**src/rtl/sss_pkg.sv**
```systemverilog
`timescale 1ns / 1ps

package sss_pkg;

  localparam int COUNT_WIDTH_DEF = 16;

  localparam int CFG_DATA_W = 16;
  localparam int CFG_IDX_W  = 2;

  localparam logic [CFG_IDX_W-1:0] CFG_WAIT_TICKS   = 2'd0;
  localparam logic [CFG_IDX_W-1:0] CFG_ROTATE_TICKS = 2'd1;
  localparam logic [CFG_IDX_W-1:0] CFG_TRIG_ID      = 2'd2;
  localparam logic [CFG_IDX_W-1:0] CFG_TRIG_CODE    = 2'd3;

  localparam logic [15:0] WAIT_TICKS_RST   = 16'd3500;
  localparam logic [15:0] ROTATE_TICKS_RST = 16'd5400;
  localparam logic [10:0] TRIG_ID_RST      = 11'h552;
  localparam logic [7:0]  TRIG_CODE_RST    = 8'd84;

  localparam logic FUNC_TICK  = 1'b0;
  localparam logic FUNC_FRAME = 1'b1;

  typedef enum logic [3:0] {
    ST_IDLE  = 4'd0,
    ST_WAIT1 = 4'd1,
    ST_SEG1  = 4'd2,
    ST_SEG2  = 4'd3,
    ST_SEG3  = 4'd4,
    ST_SEG4  = 4'd5,
    ST_SEG5  = 4'd6,
    ST_SEG6  = 4'd7,
    ST_PAUSE = 4'd8,
    ST_WAIT2 = 4'd9,
    ST_FINAL = 4'd10,
    ST_DONE  = 4'd11
  } stage_t;

  typedef struct packed {
    logic        func;
    logic [10:0] frame_id;
    logic [7:0]  command_byte;
  } in_item_t;

  typedef struct packed {
    logic       coil_a;
    logic       coil_b;
    logic [1:0] phase;
    logic [3:0] stage;
    logic       finished;
  } out_item_t;

  typedef struct packed {
    logic [15:0] wait_ticks;
    logic [15:0] rotate_ticks;
    logic [10:0] trigger_frame_id;
    logic [7:0]  trigger_code;
  } sss_cfg_t;

endpackage

```
**src/rtl/stepper_shot_sequencer.sv**
```systemverilog
`timescale 1ns / 1ps

// Full-step sequencer for a two-coil stepper, started by a trigger frame and paced by
// timer ticks. Every request, tick or frame, produces exactly one result carrying the
// coil levels, phase and stage after that request. A request is taken into an input
// register; once the output register is free or its result is taken, the sequencer
// state is updated and the result lands in the output register at the same edge, and
// one request can be accepted every cycle while results are taken. Configuration
// writes take effect at once and should be made while no request is in flight.
module stepper_shot_sequencer
  import sss_pkg::*;
#(
  parameter int COUNT_WIDTH = COUNT_WIDTH_DEF
) (
  input  logic                  clk,
  input  logic                  rst,
  input  logic                  in_valid,
  output logic                  in_ready,
  input  in_item_t              in_data,
  output logic                  out_valid,
  input  logic                  out_ready,
  output out_item_t             out_data,
  input  logic                  cfg_we,
  input  logic [CFG_IDX_W-1:0]  cfg_index,
  input  logic [CFG_DATA_W-1:0] cfg_data
);

  sss_cfg_t  cfg;
  in_item_t  in_q;
  logic      in_vld_q;
  logic      adv;
  logic      step;
  out_item_t result;

  assign adv      = !out_valid || out_ready;
  assign in_ready = !in_vld_q || adv;
  assign step     = in_vld_q && adv;

  always_ff @(posedge clk) begin
    if (rst) begin
      in_vld_q <= 1'b0;
    end else if (in_ready) begin
      in_vld_q <= in_valid;
    end
  end

  always_ff @(posedge clk) begin
    if (in_valid && in_ready) begin
      in_q <= in_data;
    end
  end

  always_ff @(posedge clk) begin
    if (rst) begin
      out_valid <= 1'b0;
    end else if (adv) begin
      out_valid <= in_vld_q;
    end
  end

  always_ff @(posedge clk) begin
    if (step) begin
      out_data <= result;
    end
  end

  sss_cfg_regs u_cfg (
    .clk       (clk),
    .rst       (rst),
    .cfg_we    (cfg_we),
    .cfg_index (cfg_index),
    .cfg_data  (cfg_data),
    .cfg       (cfg)
  );

  sss_core #(
    .COUNT_WIDTH (COUNT_WIDTH)
  ) u_core (
    .clk    (clk),
    .rst    (rst),
    .step   (step),
    .item   (in_q),
    .cfg    (cfg),
    .result (result)
  );

endmodule

```
**src/rtl/sss_cfg_regs.sv**
```systemverilog
`timescale 1ns / 1ps

module sss_cfg_regs
  import sss_pkg::*;
(
  input  logic                  clk,
  input  logic                  rst,
  input  logic                  cfg_we,
  input  logic [CFG_IDX_W-1:0]  cfg_index,
  input  logic [CFG_DATA_W-1:0] cfg_data,
  output sss_cfg_t              cfg
);

  always_ff @(posedge clk) begin
    if (rst) begin
      cfg.wait_ticks       <= WAIT_TICKS_RST;
      cfg.rotate_ticks     <= ROTATE_TICKS_RST;
      cfg.trigger_frame_id <= TRIG_ID_RST;
      cfg.trigger_code     <= TRIG_CODE_RST;
    end else if (cfg_we) begin
      case (cfg_index)
        CFG_WAIT_TICKS:   cfg.wait_ticks       <= cfg_data;
        CFG_ROTATE_TICKS: cfg.rotate_ticks     <= cfg_data;
        CFG_TRIG_ID:      cfg.trigger_frame_id <= cfg_data[10:0];
        CFG_TRIG_CODE:    cfg.trigger_code     <= cfg_data[7:0];
        default: begin
        end
      endcase
    end
  end

endmodule

```
**src/rtl/sss_core.sv**
```systemverilog
`timescale 1ns / 1ps

module sss_core
  import sss_pkg::*;
#(
  parameter int COUNT_WIDTH = COUNT_WIDTH_DEF
) (
  input  logic      clk,
  input  logic      rst,
  input  logic      step,
  input  in_item_t  item,
  input  sss_cfg_t  cfg,
  output out_item_t result
);

  stage_t                 stage, stage_next;
  logic [COUNT_WIDTH-1:0] countdown, countdown_next;
  logic [1:0]             phase, phase_next;

  logic                   is_tick;
  logic                   hit;
  logic                   is_seg;
  logic                   cnt_live;
  logic                   cnt_end;
  logic [COUNT_WIDTH-1:0] cnt_dec;

  assign is_tick  = (item.func == FUNC_TICK);
  assign hit      = (item.func == FUNC_FRAME) && (item.frame_id == cfg.trigger_frame_id) &&
                    (item.command_byte == cfg.trigger_code);
  assign is_seg   = ((stage >= ST_SEG1) && (stage <= ST_SEG6)) || (stage == ST_FINAL);
  assign cnt_live = (countdown != '0);
  assign cnt_dec  = countdown - COUNT_WIDTH'(1);
  assign cnt_end  = cnt_live && (cnt_dec == '0);

  always_comb begin
    stage_next = stage;
    if (step) begin
      if (is_tick) begin
        if (cnt_end) begin
          case (stage)
            ST_WAIT1: stage_next = ST_SEG1;
            ST_SEG1:  stage_next = ST_SEG2;
            ST_SEG2:  stage_next = ST_SEG3;
            ST_SEG3:  stage_next = ST_SEG4;
            ST_SEG4:  stage_next = ST_SEG5;
            ST_SEG5:  stage_next = ST_SEG6;
            ST_SEG6:  stage_next = ST_PAUSE;
            ST_WAIT2: stage_next = ST_FINAL;
            ST_FINAL: stage_next = ST_DONE;
            default:  stage_next = stage;
          endcase
        end
      end else if (hit) begin
        case (stage)
          ST_IDLE:  stage_next = ST_WAIT1;
          ST_PAUSE: stage_next = ST_WAIT2;
          default:  stage_next = stage;
        endcase
      end
    end
  end

  always_comb begin
    countdown_next = countdown;
    phase_next     = phase;
    if (step) begin
      if (is_tick) begin
        if (is_seg) begin
          phase_next = stage[0] ? (phase - 2'd1) : (phase + 2'd1);
        end
        if ((is_seg || stage == ST_WAIT1 || stage == ST_WAIT2) && cnt_live) begin
          countdown_next = cnt_dec;
          if (cnt_end && stage != ST_SEG6 && stage != ST_FINAL) begin
            countdown_next = COUNT_WIDTH'(cfg.rotate_ticks);
          end
        end
      end else if (hit && (stage == ST_IDLE || stage == ST_PAUSE)) begin
        countdown_next = COUNT_WIDTH'(cfg.wait_ticks);
      end
    end
  end

  always_ff @(posedge clk) begin
    if (rst) begin
      stage     <= ST_IDLE;
      countdown <= '0;
      phase     <= 2'd0;
    end else begin
      stage     <= stage_next;
      countdown <= countdown_next;
      phase     <= phase_next;
    end
  end

  assign result.coil_a   = phase_next[1];
  assign result.coil_b   = phase_next[1] ^ phase_next[0];
  assign result.phase    = phase_next;
  assign result.stage    = stage_next;
  assign result.finished = (stage_next == ST_DONE);

endmodule

```
**config.mk**
```make
export PLATFORM = sky130hd
export DESIGN_NAME = stepper_shot_sequencer
export DESIGN_NICKNAME = d
export VERILOG_FILES = /design/src/rtl/sss_pkg.sv /design/src/rtl/stepper_shot_sequencer.sv /design/src/rtl/sss_cfg_regs.sv /design/src/rtl/sss_core.sv
export SDC_FILE = /design/constraint.sdc
export NUM_CORES = 1
export LEC_CHECK = 0
export BUFFER_PORTS_ARGS = -buffer_cell sky130_fd_sc_hd__buf_2
export CAP_MARGIN = 5
export CORE_AREA = 3 3 96 98
export DETAILED_ROUTE_END_ITERATION = 8
export DIE_AREA = 0 0 99 101
export HOLD_SLACK_MARGIN = 0.02
export PLACE_DENSITY = 0.82
export SLEW_MARGIN = 25
export SYNTH_ARGS = -nofsm -noshare
export SYNTH_HDL_FRONTEND = slang
export SYNTH_SLANG_ARGS = --single-unit
```
**constraint.sdc**
```tcl
create_clock -name clk -period 3.2 [get_ports clk]
set_input_delay 0.64 -clock clk [delete_from_list [all_inputs] [get_ports clk]]
set_output_delay 0.64 -clock clk [all_outputs]
set_load 0.01 [all_outputs]
```
Yosys cells after proc, flatten, opt, wreduce, memory -nomap -nowiden. Cells that the tools add are included.

$add $sub $neg: 3. $lt $le $gt $ge: 2. Multiplexer cells: 14. Reduce and logical (&&, ||, !) cells: 28. Eq/ne operators: 19. Bitwise logic cells: 1.

Operators by type and width (number): $mux W16 (4); $pmux W4 S9 (1); $eq A4 B3 Y1 const B (4); $eq A4 B4 Y1 const B (4); $logic_not A16 Y1 (1); $mux W4 (4); $reduce_bool A16 Y1 (1); $sub A16 B1 Y16 const B (1); $eq A11 B11 Y1 (1); $logic_and A1 B1 Y1 (10); $eq A4 B2 Y1 const B (2); $eq A8 B8 Y1 (1); $mux W2 (4); $pmux W4 S2 (1); $reduce_and A2 Y1 (4); $logic_or A1 B1 Y1 (6); $eq A2 B2 Y1 const B (2); $eq A4 B1 Y1 const B (1); $ge A4 B2 Y1 const B (1); $le A4 B3 Y1 const B (1); $logic_not A4 Y1 (1); $ne A4 B3 Y1 const B (1); $ne A4 B4 Y1 const B (1); $reduce_and A3 Y1 (1); other kinds (8) (9).

Input port bits: 43. Word-level logic and storage cells: 84. Flip-flop bits (word level): 104.

Depth between registers and ports, before layout. Gate-level depths: netlist of the first run.

Depth in word-level cells: 8. Depth in mapped cells: 12. Mapped depth without buffers: 9.

By module. A second synthesis of the first run with hierarchy kept.

Cell total of the unflattened synthesis: 500. Area total of the unflattened synthesis: 5068.6 µm².

By module, submodules not included: sss_cfg_regs (cells each 198, seq. area each 1021.0 µm², area each 2054.5 µm², times used 1); sss_core (cells each 263, seq. area each 440.4 µm², area each 2039.5 µm², times used 1); stepper_shot_sequencer (cells each 39, seq. area each 910.9 µm², area each 974.7 µm², times used 1).

Worst setup path after synthesis of the first run. OpenSTA, ideal clock, no wires.

Kind: reg2reg. Start: register u_core.countdown[0]. End: register out_data[2] (netlist name), data pin. Stages on the path, launching flop included: 12. Path slack: 365 ps. Data required time: 2938 ps. Arrival time: 2572 ps. Cells stage by stage: dfxtp_1 -> clkbuf_1 -> inv_1 -> ha_1 -> clkbuf_1 -> or2_2 -> o31ai_1 -> nand3_1 -> nand4bb_1 -> nor3_1 -> a21boi_0 -> or2_2.

RTL lines: start, declared (line sss_core.sv:17) `logic [COUNT_WIDTH-1:0] countdown, countdown_next;`; start signal, assigned (line sss_core.sv:90) `countdown <= countdown_next;`; end signal, assigned (line stepper_shot_sequencer.sv:63) `out_data <= result;`; end, declared (line stepper_shot_sequencer.sv:22) `output out_item_t out_data,`.

Worst setup path after layout of the first run.
Start: register u_core.countdown[0]. End: register u_core.countdown[5].

Word-level cells in the longest chain between the ends: 8. Elaborated cells on any way between the ends: 12. Those cells by class: 1 x add/sub; 3 x mux; 8 x reduce/logical.

RTL lines: $sub A16 B1 Y16 (line sss_core.sv:32) `assign cnt_dec = countdown - COUNT_WIDTH'(1);`; $logic_not A16 Y1 (line sss_core.sv:33) `assign cnt_end = cnt_live && (cnt_dec == '0);`; $logic_and A1 B1 Y1 (line sss_core.sv:33); $logic_and A1 B1 Y1 (2 in a row) (line sss_core.sv:73) `if (cnt_end && stage != ST_SEG6 && stage != ST_FINAL) begin`; $mux W16 (line sss_core.sv:73); $mux W16 (line sss_core.sv:71) `if ((is_seg || stage == ST_WAIT1 || stage == ST_WAIT2) && cnt_live) begin`; $mux W16 (line sss_core.sv:67) `if (is_tick) begin`.

Several ways; a longest one is shown, not always the timed one. The select of a mux whose other input is x is not followed. A chain may end at the register's enable or synchronous reset.

==> impl_results.md, run 1 <==
- Fin. Hold Viols: 0
- Vias in the first global route: 3862
- Post-synthesis cell area: a little under 5000 um^2
- Initial antenna violation count: 0
- Placed Area: about 5200 um^2
- IO buf count: 53
- Num rows: 34
- Fmax: 337.0 MHz
- Die area: 9999 um^2
- Nets@finish: between 600 and 700
- Placer Congestion: 0.9561
- Post-synth EDFFs: 28
- Total GRT Usage: 22.83%
- Setup Buffers After CTS: 0
- Die height: about 100 um
- Complex-gate fraction of the synthesized area: between 10% and 20%
- Syn Nets: just under 600
- Synth Area in XOR/XNOR: between 6 and 7%
- Post-route cell area: 5361 um^2
- Layout area overhead: 10.18%
- Mux cell area share after synthesis: 0%
- Hold Buf Count CTS: 0
- CP peak stage delay: approximately 0.44 ns
- Die Wd: 99 um
- Max Cap Viol: 0
- Hold_sp: in_data[6]
- Top-area cell type share of the netlist area: a little under a third
- CTS Root Cell: clkbuf_8
- Area of the multi-input gates: around 2400 um^2
- Pwr/cell area: 467.6 nW/um^2
- PostCTS Resize Cnt: 0
- Vias per inst: 5.739
- Crit share post-route: 92.73%
- CP max FO: 18
- Cells along the critical path: inv_1 > ha_1 > or2_2 > o31ai_1 > nand3_1 > nand4bb_1 > nor4_4 > buf_4 > nand2_1 > a311oi_1
- Post-Route WL: 10.95 mm
- Count of cell types in the netlist: just under 60
- Final clock skew: 0.01208 ns
- Slew Limit Fails: 0
- Final ANT Viol Nets: 0
- Post-detailed-route wirelength per cell: 15.86 um
- Sequential Area: between 2000 and 2500 um^2
- Arr. time, crit path: around 3.2 ns
- Leakage power: roughly 2.0 nW
- Synth Area in Adders: 0.5143%
- Post-layout min period: 2.967 ns
- I/O pins: between 50 and 60
- Peak supply drop: between 300 and 400 uV
- Avg Inst Size Synth: approximately 9 um^2
- Required time of the critical path: roughly 3.5 ns
- Top cells by area, synth: dfxtp_1 (31%), edfxtp_1 (17%), nand2_1 (10%)
- Syn Inst Count: 540
- Seq cells post-synth: around 100
- Total gr overflow: 0
- CORE AREA: 8551 um^2
- Placed wire-length estimate: roughly 8 mm
- Status: complete, no violations
- Largest net degree at the start of global routing: 54
- Total clock buffers created by CTS: 9
- Critical path class: reg2reg
- CTS tree: yes
- CP Launch Point: u_core.countdown[0]$_SDFFE_PP0P_
- Sequential-to-total area share from yosys stat: around 48%
- # diodes: 0
- Simple-gate portion of the synthesized area: between 20% and 30%
- Clock Sinks: 103
- CTS HTree Levels: 3
- Largest family of logic cells by synthesized area: simple AND/OR/NAND/NOR gates
- Clock transition at path regs: approximately 0.1 ns
- Starting density of the core: a little under three fifths
- Ys Warns: 0
- Rel. slew slack: between 30% and 40%
- Via total after detailed routing: between 3000 and 4000
- Tightest Pin Transition: about 0.93 ns
- Tightest Hold Check Type: in2reg
- Yosys top cell by area: dfxtp_1
- Layout cells sized above 1: approximately 17%
- RR Startpoint: u_core.countdown[0]$_SDFFE_PP0P_
- CTS max path bufs: 2
- Endpoints failing setup: 0
- DRC violations left: 0
- Ys async rst share: 0%
- Crit end category: flip-flop
- First-pass GRT wire length: about 18 mm
- Router iterations before antenna repair: 5
- Slowest-stage cell, CP: dfxtp_2
- Worst skew pair latency: roughly 0.36 ns
- Crit start category: flip-flop
- Final Util: between 60% and 70%
- Fill cells: 732
- Total power draw: roughly 2.5 mW
- DRC marker count from the first detailed-route iteration: 280
- Main synth FF type: dfxtp_1
## placed cells by master (no fill, tap or decap), types with 6 or more instances in the layout
cell type,netlist,final
nor3_1,7,6
a311oi_1,16,16
xor2_1,18,18
nand3_1,6,6
xnor2_1,16,16
nand2_1,129,129
inv_1,8,8
buf_2,1,53
nor2_1,25,25
or3_1,7,7
dfxtp_1,75,73
buf_4,2,8
a21oi_1,36,36
edfxtp_1,28,28
clkbuf_8,0,9
nor2b_1,7,7
nand4_1,7,7
o21ai_0,14,14
nand3b_1,33,33
## power breakdown
| part | internal [mW] | switching (mW) | total [mW] |
|---|---|---|---|
| Clock | 0.286 | 0.453 | 0.740 |
| Sequential | 1.39 | 0.0421 | 1.43 |
| Combinational | 0.139 | 0.193 | 0.333 |
| Total | 1.82 | 0.689 | 2.51 |
## layer usage
layer,wire length (um),share of wire [%],global-route usage [%]
met1,4778,44,29.38
met2,5474,50,39.15
met3,452,4.1,3.045
met4,240,2.2,8.718
met5,0,0,0
## flip-flops by register name, summed over array words and instances (netlist names)
signal / flops
out_data: 8
u_cfg.cfg: 51
in_q: 20
u_core.phase: 2
in_vld_q: 1
u_core.countdown: 16
out_valid: 1
u_core.stage: 4
## final cells by class
cell class | count | share of cell area [%]
clock inverters | 6 | 0.8401
inverters | 8 | 0.5601
multi-input cells | 394 | 43.90
repair buffers | 61 | 6.068
flip-flops and latches | 103 | 43.73
clock buffers | 10 | 2.380
well taps | 108 | 2.520
## metrics by stage
step	setup slack (ns)	setup TNS, ns	hold WS, ns	std cells
floorplan	0.3654	0	0.4311	540
global placement	0.3015	0	0.4400	674
detailed placement	0.1332	0	0.4442	674
CTS	0.1096	0	0.4300	690
global route	-0.01650	-0.01650	0.4266	690
finish	0.2326	0	0.4468	690
## worst paths after layout
path / end / slack, ns / depth (start not counted)
max reg2reg: u_core.countdown[5]$_SDFFE_PP0P_ / 0.23 / 10
min: in_q[6]$_DFFE_PP_ / 0.45 / 1
min reg2reg: u_cfg.cfg[49]$_SDFFE_PP0P_ / 0.46 / 2
max: u_core.countdown[5]$_SDFFE_PP0P_ / 0.23 / 10
## kinds of logic (layout without fill, tap and decap cells)
family | after synthesis | in the layout
AND/OR/NAND/NOR | 263 | 263
adder cells (fa/ha/maj) | 2 | 2
XOR/XNOR | 34 | 34
flip-flops | 103 | 103
AO/OA/AOI/OAI | 95 | 95
buffers and inverters | 43 | 85
## critical path, delay by kind of cell (launching register included)
family          cells  cell delay (ns)
compound gates      2             0.60
fa+ha+maj           1             0.32
buf+inv             2             0.34
flops               1             0.44
simple gates        5             1.17
## cells in the mapped netlist (5+ instances only)
cell,instances
nand2_1,129
dfxtp_1,75
a21oi_1,36
nand3b_1,33
edfxtp_1,28
clkbuf_1,27
nor2_1,25
xor2_1,18
a311oi_1,16
xnor2_1,16
o21ai_0,14
inv_1,8
nand4_1,7
nor2b_1,7
nor3_1,7
or3_1,7
nand3_1,6
nor4_1,6
a31oi_1,5
and2_1,5
or2_2,5
(Power assumes the default switching activity.)
==> run 2, diff against run 1 <==
BUFFER_PORTS_ARGS = default   (was -buffer_cell sky130_fd_sc_hd__buf_2)
CORE_AREA = 3 3 103 105   (was 3 3 96 98)
DIE_AREA = 0 0 106 108   (was 0 0 99 101)
DONT_BUFFER_PORTS = 1   (was default)
PLACE_DENSITY = 0.68   (was 0.82)
==> run 2 against run 1 <==
Clock power grew 21%. Die area grew 14%. Global-route usage shrank 3.3 points. Via count shrank 6.7%. Core utilization shrank 9.7 points. Flip-flop and latch count is the same. Critical path type unchanged. Highest routed layer unchanged. Clock skew grew 0.0056 ns. Sequential share of layout area grew 1.7 points. Register-to-register slack gained 0.07 ns.
==> impl_results.md, run 2 (synthesis results as in run 1) <==
- Status: complete, no violations
- IO buf count: 0 (-100%)
- Num rows: 36 (+5.9%)
- Post-Route WL: 10.48 mm (-4.2%)
- Final ANT Viol Nets: 0 (unchanged)
- Tightest Hold Check Type: in2reg
- Initial antenna violation count: 0 (unchanged)
- Clock Power Share: 34.4% (+4.9 points)
- Flop pwr share: 55.4% (-1.8 points)
- Required time of the critical path: 3.47 ns (+0.02 ns)
- Via total after detailed routing: 3696 (-6.7%)
- Reg2Reg Capture Point: u_core.countdown[2]$_SDFFE_PP0P_
- Sequential Area: 2344 um^2 (about the same)
- Router iterations before antenna repair: 4 (-1)
- RSZ-0062 raised after global routing: no
- Total negative slack: 0 ns (unchanged)
- Peak supply drop: 247.3 uV (-28%)
- Layout area overhead: 6.017%
- Placer Congestion: 0.8520 (-11%)
- Regs by FF count: u_cfg.cfg: 51 flops, in_q: 20 flops, u_core.countdown: 16 flops
- Layout cells sized above 1: 8.365% (-8.8 points)
- Most frequent cells in the layout: nand2_1 (129), dfxtp_1 (74), a21oi_1 (36), nand3b_1 (33), edfxtp_1 (28)
- Placed wire-length estimate: 7.535 mm (-5.7%)
- CP max FO: 18 (unchanged)
- Critical path class: reg2reg
- Vias per inst: 5.608 (-2.3%)
- Endpoints failing setup: 0 (unchanged)
- Register-to-Register Path Depth: 10 (unchanged)
- Largest net degree at the start of global routing: 76 (+41%)
- Nets@finish: 566 (-9.0%)
- Final clock skew: 0.01770 ns (+0.005621 ns)
- Biggest register: u_cfg.cfg
- Die Wd: 106 um (+7.1%)
- Finished Layout Cells: 659 (-4.5%)
- Total GRT Usage: 19.52% (-3.3 points)
- Total gr overflow: 0 (unchanged)
- RR Startpoint: u_core.countdown[1]$_SDFFE_PP0P_
- Die area: 11450 um^2 (+14%)
- CP Capture Point: u_core.countdown[2]$_SDFFE_PP0P_
- Switching pwr: 0.6438 mW (-6.5%)
- Commonest non-fill, non-tap cell in the layout: nand2_1
- Post-layout min period: 2.895 ns (-0.07215 ns)
- Leakage power: 1.828 nW (-9.2%)
- Crit start category: flip-flop
- Hold Buf Count CTS: 0 (unchanged)
- Post-detailed-route wirelength per cell: 15.91 um (+0.29%)
- Max Cap Viol: 0 (unchanged)
- Arr. time, crit path: 3.17 ns (-0.05 ns)
- Worst skew pair latency: 0.36 ns (about the same)
- Crit end category: flip-flop
- CTS HTree Levels: 3 (unchanged)
- Max reg flops: 51 (unchanged)
- Tightest Pin Transition: 0.8395 ns (-0.09186 ns)
- DP Worst Slack: 0.2036 ns (+0.07044 ns)
- Worst reg2reg setup slack: 0.30 ns (+0.07 ns)
- CTS max path bufs: 2 (unchanged)
- CTS tree: yes
- Starting density of the core: 50.01% (-6.9 points)
- CP Launch Point: u_core.countdown[1]$_SDFFE_PP0P_
- DRC marker count from the first detailed-route iteration: 231 (-18%)
- Vias in the first global route: 3778 (-2.2%)
- Setup ws final: 0.3047 ns (+0.07215 ns)
- Clock Sinks: 103 (unchanged)
- # diodes: 0 (unchanged)
- Pwr/cell area: 503.5 nW/um^2 (+7.7%)
- Die height: 108 um (+6.9%)
- Combinational share of power: 10.2% (-3.1 points)
- I/O pins: 54 (unchanged)
- Crit share post-route: 90.48% (-2.3 points)
- CORE AREA: 9729 um^2 (+14%)
- Area of the multi-input gates: 2361 um^2 (+0.32%)
- DRC violations left: 0 (unchanged)
- Sw Share: 24.79% (-2.7 points)
- Total power draw: 2.597 mW (+3.6%)
- CTS Root Cell: clkbuf_8
- Rel. slew slack: 44.03% (+6.1 points)
- First-pass GRT wire length: 18.17 mm (-1.6%)
- Fmax: 345.4 MHz (+2.5%)
- Slew Limit Fails: 0 (unchanged)
- Placed insts: 643 (-4.6%)
- Setup Buffers After CTS: 0 (unchanged)
- Fin. Hold Viols: 0 (unchanged)
- Fill cells: 935 (+28%)
- Total clock buffers created by CTS: 9 (unchanged)
- Internal Pwr Total: 1.953 mW (+7.4%)
- Clock transition at path regs: 0.11 ns (about the same)
run 2: cell count changes in the layout (fill, tap and decap cells not counted), sizes merged:
cell      change
buf          -56
inv           +1
bufinv        +2
clkinvlp      -3
run 2: how the worst min path moves through the flow:
stage	from	to	slack [ns]	cells after the start
floorplan	u_cfg.cfg[39]$_SDFFE_PP0P_	u_cfg.cfg[39]$_SDFFE_PP0P_	0.43	2
global placement	u_cfg.cfg[44]$_SDFFE_PP0P_	u_cfg.cfg[44]$_SDFFE_PP0P_	0.44	2
detailed placement	u_cfg.cfg[44]$_SDFFE_PP0P_	u_cfg.cfg[44]$_SDFFE_PP0P_	0.44	2
CTS	rst	u_core.countdown[9]$_SDFFE_PP0P_	0.30	1
global route	rst	u_cfg.cfg[24]$_SDFFE_PP0P_	0.32	1
finish	rst	u_core.countdown[9]$_SDFFE_PP0P_	0.34	1
run 2: repair_timing:
item	in CTS	in global routing
resized for setup	0	3
endpoints found under the setup margin	0	16
hold endpoints to repair	0	0
run 2: layout make-up:
| type | count | share of cell area, % |
|---|---|---|
| multi-input cells | 394 | 45.77 |
| flip-flops and latches | 103 | 45.43 |
| well taps | 133 | 3.226 |
| clock buffers | 10 | 2.474 |
| clock inverters | 6 | 1.795 |
| repair buffers | 5 | 0.7276 |
| inverters | 8 | 0.5821 |
run 2: critical path: stages (launching register included):
cell and delay, ns:
dfxtp_1 0.48, inv_1 0.10, ha_1 0.31, or2_2 0.33, o31ai_1 0.27, nand3_1 0.10, nand4bb_2 0.33, nor4_4 0.25
buf_4 0.27, nand2_1 0.09, a311oi_1 0.26
run 2: power by group through the flow:
stage	clock network [mW]	registers (mW)	logic, mW
after CTS	0.922	1.44	0.264
after floorplan	0	1.45	0.237
after global placement	0	1.47	0.255
final	0.892	1.44	0.266
after global routing	0.961	1.45	0.302
after detailed placement	0	1.47	0.262
run 2: through the flow:
stage | util (%) | cell area [um^2] | hold slack [ns]
finish | 53.02 | 5159 | 0.3409
global route | 53.02 | 5159 | 0.3205
global placement | 50.55 | 4918 | 0.4353
CTS | 52.82 | 5139 | 0.3044
floorplan | - | 4866 | 0.4311
detailed placement | 50.55 | 4918 | 0.4383
run 2: routing by layer:
layer / share of wire, % / global-route usage, % / vias to the layer above
li1: - / - / 1851
met1: 45 / 24.47 / 1739
met2: 49 / 33.38 / 85
met3: 3.9 / 4.000 / 21
met4: 2.2 / 7.401 / 0
met5: 0 / 0 / -
